--- src/design/bas_pkg.sv ---
// Types and constants of the breakpoint address set.
`timescale 1ns / 1ps

package bas_pkg;

  localparam int ADDR_W  = 20;
  localparam int FUNC_W  = 2;
  localparam int STAT_W  = 2;
  localparam int COUNT_W = 5;

  localparam logic [FUNC_W-1:0] FUNC_ADD    = 2'd0;
  localparam logic [FUNC_W-1:0] FUNC_REMOVE = 2'd1;
  localparam logic [FUNC_W-1:0] FUNC_LOOKUP = 2'd2;

  localparam logic [STAT_W-1:0] ST_MISS = 2'd0;
  localparam logic [STAT_W-1:0] ST_HIT  = 2'd1;
  localparam logic [STAT_W-1:0] ST_FULL = 2'd2;

  typedef enum logic [1:0] {
    S_IDLE,
    S_MATCH,
    S_ENCODE,
    S_APPLY
  } state_t;

  typedef struct packed {
    logic compare;
    logic append;
    logic shift;
  } cell_ctrl_t;

endpackage

--- src/design/bas_if.sv ---
// Handshake interfaces for the command and result channels.
`timescale 1ns / 1ps

interface bas_cmd_if;
  logic                      valid;
  logic                      ready;
  logic [bas_pkg::FUNC_W-1:0] func;
  logic [bas_pkg::ADDR_W-1:0] address;

  modport source (output valid, output func, output address, input ready);
  modport sink (input valid, input func, input address, output ready);
endinterface

interface bas_res_if;
  logic                       valid;
  logic                       ready;
  logic [bas_pkg::STAT_W-1:0]  status;
  logic [bas_pkg::COUNT_W-1:0] entry_count;

  modport source (output valid, output status, output entry_count, input ready);
  modport sink (input valid, input status, input entry_count, output ready);
endinterface

--- src/design/bas_cell.sv ---
// One storage cell of the address list with its own compare and shift logic.
`timescale 1ns / 1ps

module bas_cell #(
  parameter int INDEX     = 0,
  parameter int ADDR_BITS = 20,
  parameter int CNT_W     = 5,
  parameter int IDX_W     = 4
) (
  input  logic                clk,
  input  bas_pkg::cell_ctrl_t ctrl,
  input  logic [CNT_W-1:0]    count,
  input  logic [IDX_W-1:0]    pos,
  input  logic [ADDR_BITS-1:0] addr,
  input  logic [ADDR_BITS-1:0] neighbor,
  output logic [ADDR_BITS-1:0] entry,
  output logic                match
);

  logic occupied;

  assign occupied = CNT_W'(INDEX) < count;

  always_ff @(posedge clk) begin
    if (ctrl.compare) begin
      match <= occupied && (entry == addr);
    end
    if (ctrl.append && (count == CNT_W'(INDEX))) begin
      entry <= addr;
    end else if (ctrl.shift && (IDX_W'(INDEX) >= pos)) begin
      entry <= neighbor;
    end
  end

endmodule

--- src/design/breakpoint_address_set.sv ---
// Breakpoint address set: a packed list of addresses held in a row of cells.
`timescale 1ns / 1ps

// Each command word adds, removes or looks up one address (any other function
// code changes nothing) and gives one result word. After acceptance the cells
// compare the address in parallel, the match vector is encoded to a hit flag
// and a position, and then the row appends, shifts down or stays as the result
// is registered. The next command is taken the cycle after the result is
// registered, so a word is finished before the next is accepted; the result
// register lets a command be accepted while the previous result still waits
// to be taken. If that result is still not taken when the next one is ready,
// the block holds in its last step until the result register frees up.
module breakpoint_address_set #(
  parameter int CAPACITY  = 16,
  parameter int ADDR_BITS = 20
) (
  input logic      clk,
  input logic      rst,
  bas_cmd_if.sink  cmd,
  bas_res_if.source res
);

  localparam int CNT_W = $clog2(CAPACITY + 1);
  localparam int IDX_W = (CAPACITY > 1) ? $clog2(CAPACITY) : 1;

  bas_pkg::state_t             state;
  bas_pkg::state_t             state_next;
  bas_pkg::cell_ctrl_t         ctrl;
  logic [bas_pkg::FUNC_W-1:0]  cmd_func;
  logic [ADDR_BITS-1:0]        cmd_addr;
  logic [ADDR_BITS+bas_pkg::ADDR_W-1:0] addr_ext;
  logic [CNT_W-1:0]            count;
  logic [CNT_W-1:0]            count_next;
  logic [CNT_W+bas_pkg::COUNT_W-1:0] count_ext;
  logic [CAPACITY-1:0]         match;
  logic [ADDR_BITS-1:0]        entry [CAPACITY];
  logic                        hit;
  logic                        hit_enc;
  logic [IDX_W-1:0]            pos;
  logic [IDX_W-1:0]            pos_enc;
  logic                        fire;
  logic                        accept;
  logic                        res_valid;
  logic [bas_pkg::STAT_W-1:0]  res_status;
  logic [bas_pkg::STAT_W-1:0]  status_next;
  logic [bas_pkg::COUNT_W-1:0] res_count;

  assign accept   = cmd.valid && cmd.ready;
  assign addr_ext = {{ADDR_BITS{1'b0}}, cmd.address};
  assign count_ext = {{bas_pkg::COUNT_W{1'b0}}, count_next};

  assign res.valid       = res_valid;
  assign res.status      = res_status;
  assign res.entry_count = res_count;

  for (genvar k = 0; k < CAPACITY; k++) begin : g_cell
    bas_cell #(
      .INDEX    (k),
      .ADDR_BITS(ADDR_BITS),
      .CNT_W    (CNT_W),
      .IDX_W    (IDX_W)
    ) u_cell (
      .clk     (clk),
      .ctrl    (ctrl),
      .count   (count),
      .pos     (pos),
      .addr    (cmd_addr),
      .neighbor(entry[(k + 1 < CAPACITY) ? k + 1 : k]),
      .entry   (entry[k]),
      .match   (match[k])
    );
  end

  // At most one cell matches, so an OR of the matching indexes is its position.
  always_comb begin
    pos_enc = '0;
    for (int k = 0; k < CAPACITY; k++) begin
      if (match[k]) begin
        pos_enc = pos_enc | IDX_W'(k);
      end
    end
    hit_enc = |match;
  end

  always_comb begin
    state_next    = state;
    cmd.ready     = 1'b0;
    ctrl.compare  = 1'b0;
    ctrl.append   = 1'b0;
    ctrl.shift    = 1'b0;
    fire          = 1'b0;
    count_next    = count;
    status_next   = bas_pkg::ST_MISS;
    case (state)
      bas_pkg::S_IDLE: begin
        cmd.ready = 1'b1;
        if (cmd.valid) begin
          state_next = bas_pkg::S_MATCH;
        end
      end
      bas_pkg::S_MATCH: begin
        ctrl.compare = 1'b1;
        state_next   = bas_pkg::S_ENCODE;
      end
      bas_pkg::S_ENCODE: begin
        state_next = bas_pkg::S_APPLY;
      end
      bas_pkg::S_APPLY: begin
        fire = !res_valid || res.ready;
        case (cmd_func)
          bas_pkg::FUNC_ADD: begin
            if (hit) begin
              status_next = bas_pkg::ST_MISS;
            end else if (count >= CNT_W'(CAPACITY)) begin
              status_next = bas_pkg::ST_FULL;
            end else begin
              status_next = bas_pkg::ST_HIT;
              ctrl.append = fire;
              count_next  = count + CNT_W'(1);
            end
          end
          bas_pkg::FUNC_REMOVE: begin
            if (hit) begin
              status_next = bas_pkg::ST_HIT;
              ctrl.shift  = fire;
              count_next  = count - CNT_W'(1);
            end
          end
          bas_pkg::FUNC_LOOKUP: begin
            status_next = hit ? bas_pkg::ST_HIT : bas_pkg::ST_MISS;
          end
          default: begin
            status_next = bas_pkg::ST_MISS;
          end
        endcase
        if (fire) begin
          state_next = bas_pkg::S_IDLE;
        end
      end
      default: begin
        state_next = bas_pkg::S_IDLE;
      end
    endcase
  end

  always_ff @(posedge clk) begin
    if (rst) begin
      state     <= bas_pkg::S_IDLE;
      count     <= '0;
      res_valid <= 1'b0;
    end else begin
      state <= state_next;
      if (fire) begin
        count     <= count_next;
        res_valid <= 1'b1;
      end else if (res.ready) begin
        res_valid <= 1'b0;
      end
    end
  end

  always_ff @(posedge clk) begin
    if (accept) begin
      cmd_func <= cmd.func;
      cmd_addr <= addr_ext[ADDR_BITS-1:0];
    end
    if (state == bas_pkg::S_ENCODE) begin
      hit <= hit_enc;
      pos <= pos_enc;
    end
    if (fire) begin
      res_status <= status_next;
      res_count  <= count_ext[bas_pkg::COUNT_W-1:0];
    end
  end

endmodule

--- src/flat_wrapper.sv ---
// flat-port wrapper written by rule: the top's interface ports become plain ports
module breakpoint_address_set_flat 
#(
  parameter int CAPACITY  = 16,
  parameter int ADDR_BITS = 20
)
  (clk, rst, cmd_valid, cmd_func, cmd_address, cmd_ready, res_valid, res_status, res_entry_count, res_ready);
  bas_cmd_if cmd_i ();
  bas_res_if res_i ();
  input logic clk;
  input logic rst;
  input wire logic [$bits(cmd_i.valid)-1:0] cmd_valid;
  input wire logic [$bits(cmd_i.func)-1:0] cmd_func;
  input wire logic [$bits(cmd_i.address)-1:0] cmd_address;
  output wire logic [$bits(cmd_i.ready)-1:0] cmd_ready;
  output wire logic [$bits(res_i.valid)-1:0] res_valid;
  output wire logic [$bits(res_i.status)-1:0] res_status;
  output wire logic [$bits(res_i.entry_count)-1:0] res_entry_count;
  input wire logic [$bits(res_i.ready)-1:0] res_ready;
  assign cmd_i.valid = cmd_valid;
  assign cmd_i.func = cmd_func;
  assign cmd_i.address = cmd_address;
  assign cmd_ready = cmd_i.ready;
  assign res_valid = res_i.valid;
  assign res_status = res_i.status;
  assign res_entry_count = res_i.entry_count;
  assign res_i.ready = res_ready;
  breakpoint_address_set #(.CAPACITY(CAPACITY), .ADDR_BITS(ADDR_BITS)) u_core (.clk(clk), .rst(rst), .cmd(cmd_i), .res(res_i));
endmodule
--- config.mk ---
export PLATFORM = sky130hd
export DESIGN_NAME = breakpoint_address_set_flat
export DESIGN_NICKNAME = d
export VERILOG_FILES = /design/src/design/bas_pkg.sv /design/src/design/bas_if.sv /design/src/design/bas_cell.sv /design/src/design/breakpoint_address_set.sv /design/src/flat_wrapper.sv
export SDC_FILE = /design/constraint.sdc
export NUM_CORES = 1
export LEC_CHECK = 0
export ABC_AREA = 1
export BUFFER_PORTS_ARGS = -buffer_cell sky130_fd_sc_hd__buf_2
export CELL_PAD_IN_SITES_DETAIL_PLACEMENT = 1
export CELL_PAD_IN_SITES_GLOBAL_PLACEMENT = 1
export CORE_UTILIZATION = 35
export DETAILED_ROUTE_END_ITERATION = 6
export PLACE_DENSITY_LB_ADDON = 0.1
export SYNTH_ARGS = -nofsm -noshare
export SYNTH_HDL_FRONTEND = slang
export SYNTH_HIERARCHICAL = 1
export SYNTH_SLANG_ARGS = --single-unit
--- constraint.sdc ---
create_clock -name clk -period 10.8 [get_ports clk]
set_input_delay 2.16 -clock clk [delete_from_list [all_inputs] [get_ports clk]]
set_output_delay 2.16 -clock clk [all_outputs]
set_load 0.05 [all_outputs]
==> flow_summary.toml <==
[global_routing]
met1_usage = 0.308
antenna_found_initial = 0
grt_pass1_wl_mm = 121
gr-max-usage-layer = "met2"
grt_usage = 0.228
grt_pass1_vias = 19900
grt_overflow = 0
use_met2 = 0.391
grt_start_max_net_pins = 46
gr-usage-met3 = 0.0229

[floorplan]
start_util = 0.354
dieArea_um2 = 69200
rows = 95
io_pins = 35
fp.coreArea_um2 = 67300
die_w_um = 263
die_h_um = 263

[timing]
setup_viol = 0
fin_crit_ns = 5.31
slew_viol_final = 0
finalCritPeriodShare = 0.491
layout_setup_ws_ns = 5.49
finalSetupTns_ns = 0
finalHoldViolCount = 0
rsz0062_at_grt = "false"
max_freq_mhz = 188
relSlewSlack = 0.322
tightest_slew_ns = 1.02
worst_clock_skew_ns = 0.0162

[placed_design]
port_buffers = 34
place_area_um2 = 24700
dp.final_hpwl_mm = 51.9
gp_congestion = 0.785
post-place-ws_ns = 4.83

[routing]
ant_nets = 0
drt_iter0_drc = 1173
wl_mm = 78.2
post_drt_via_cell_ratio = 4.82
routedWlPerCell_um = 19.9
vias = 18900
drtPass1Iterations = 7
drc = 0

[synthesis]
avgSynthCellArea_um2 = 8.04
synth_seq_area_share = 0.473
ys_ff_latch = 378
synth_top_family_by_area = "simple AND/OR/NAND/NOR gates"
yosys.area_share.adder = 0.00472
netlist_top_cells_area = "edfxtp_1 47%, nand2_1 19%, o21ai_2 9.4%"
yosys.area.top_type = "edfxtp_1"
synth_edf_count = 370
synthArstFlopShare = 0
yosys_warnings = 6
synth_nets = 3002
synth-xor-area-share = 0.0276
syn_area_um2 = 23800
synth-simple-area-share = 0.271
syn_inst = 2967
synth_top_area_frac = 0.466
synthDistinctLibCells = 44
synth-main-ff-cell = "edfxtp_1"
synth_compound_area_frac = 0.110
synthMuxAreaShare = 0

[power]
totalPowerFinal_mw = 4.26
vdd_drop_max_uv = 114
leakage_nw = 12.5
cellPowerDensity_nw_per_um2 = 163

[critical_path]
crit_path_end_kind = "register"
r2r_cells = 8
regToRegSetupSlack_ns = 6.26
cp.arrival_ns = 5.52
r2r_start = "u_core/state[0]"
crit_end = "u_core/g_cell[8].u_cell/entry[8]"
worstPathMaxFanout = 45
startpoint = "res_ready"
cp.required_ns = 11.01
critical_path_class = "in -> reg"
reg2reg_to = "u_core/g_cell[8].u_cell/entry[8]"
critPathLaunchType = "input port"

[clock_network]
clk_path_buf_depth = 3
clk_latency_ns = 0.60
cts_setup_buffers = 0
cts_inserted_buffers = 49
cts_root_buf = "clkbuf_16"
cts_tree = "yes"
htree_levels = 2
postCtsHoldBufs = 0
path_clk_slew_ns = 0.06
cts_resized = 0
cts_num_sinks = 378

[cells_and_area]
n_antenna_cell = 0
final_nets = 3054
area_growth_pct = 9.74
drive_above_1_share = 0.150
final_common_cell = "nand2_1"
final_cell_mix = "1,206 x nand2_1, 529 x inv_1, 370 x edfxtp_1"
stdcell_area_um2 = 26200

[outcome]
outcome = "finished clean"

[hold_path]
hold_path_class = "reg -> reg"
whs_path_depth = 2

[job]
maxCapViolCount = 0
## per-layer routing
layer / wire (µm) / share of wire
met1: 36400 / 0.47
met2: 38100 / 0.49
met3: 2260 / 0.029
met4: 1520 / 0.019
met5: 0 / 0
## how the worst min path moves through the flow
| stage | startpoint | endpoint | slack [ns] |
|---|---|---|---|
| 6_report | u_core/g_cell[8].u_cell/match | u_core/pos[3] | 0.55 |
| 3_5_place_dp | u_core/g_cell[6].u_cell/match | u_core/pos[1] | 0.52 |
| 3_3_place_gp | u_core/state[1] | u_core/state[1] | 0.52 |
| 2_1_floorplan | u_core/g_cell[6].u_cell/match | u_core/pos[1] | 0.50 |
| 4_1_cts | u_core/state[1] | u_core/state[1] | 0.55 |
| 5_1_grt | u_core/state[1] | u_core/state[1] | 0.58 |
## flip-flops by register name (all words and copies together) (netlist names), 4 cells and up
name	count
u_core/count	5
u_core/cmd_addr	20
u_core/g_cell.u_cell/entry	320
u_core/pos	4
u_core/g_cell.u_cell/match	16
u_core/res.entry_count	5
## per-stage QoR
stage          instances  hold WS [ns]   util
2_1_floorplan       2967         0.497      -
3_3_place_gp        3841         0.519  0.367
3_5_place_dp        3841         0.523  0.367
4_1_cts             3931         0.551  0.389
5_1_grt             3931         0.580  0.389
6_report            3931         0.548  0.389
## critical path, cell delays in order
cell and delay [ns]:
buf_2 0.10, nor2_4 0.05, nor2_4 0.25, inv_2 0.16, nor2_4 0.13, buf_4 0.59
nand3_2 0.97, nand2_1 1.09
## kinds of logic after synthesis
logic type	count (synthesis)
adder cells (fa/ha/maj)	9
AND/OR/NAND/NOR	1574
buffers and inverters	603
XOR/XNOR	75
AO/OA/AOI/OAI	328
flip-flops	378
## Yosys cell counts (6+ instances only)
cell / count
o21ai_1: 11
nand2_1: 1206
xor2_1: 25
nand4_1: 7
nor2_4: 6
edfxtp_1: 370
xnor2_1: 50
ha_1: 9
buf_6: 57
nand3_1: 73
o21ai_0: 32
nor2_2: 8
nor3_1: 7
inv_2: 8
o21ai_2: 256
inv_1: 529
a21oi_1: 12
o22ai_1: 12
dfxtp_1: 8
nand2_2: 23
nor2_1: 207
## layout make-up
cell class | count | area (µm²)
timing repair buffer | 64 | 395
clock inverter | 25 | 163
fill | 8157 | 41100
inverter | 540 | 2050
clock buffer | 65 | 1330
tap | 873 | 1090
multi-input combinational | 1986 | 9870
sequential | 378 | 11300
## power by group
| part | leakage, nW | internal (mW) | total (mW) | switching (mW) |
|---|---|---|---|---|
| Combinational | 8.41 | 0.242 | 0.999 | 0.757 |
| Sequential | 3.40 | 1.66 | 1.70 | 0.0343 |
| Clock | 0.716 | 0.906 | 1.56 | 0.658 |
| Total | 12.5 | 2.81 | 4.26 | 1.45 |
No activity file was read; power rests on OpenSTA's default activity.
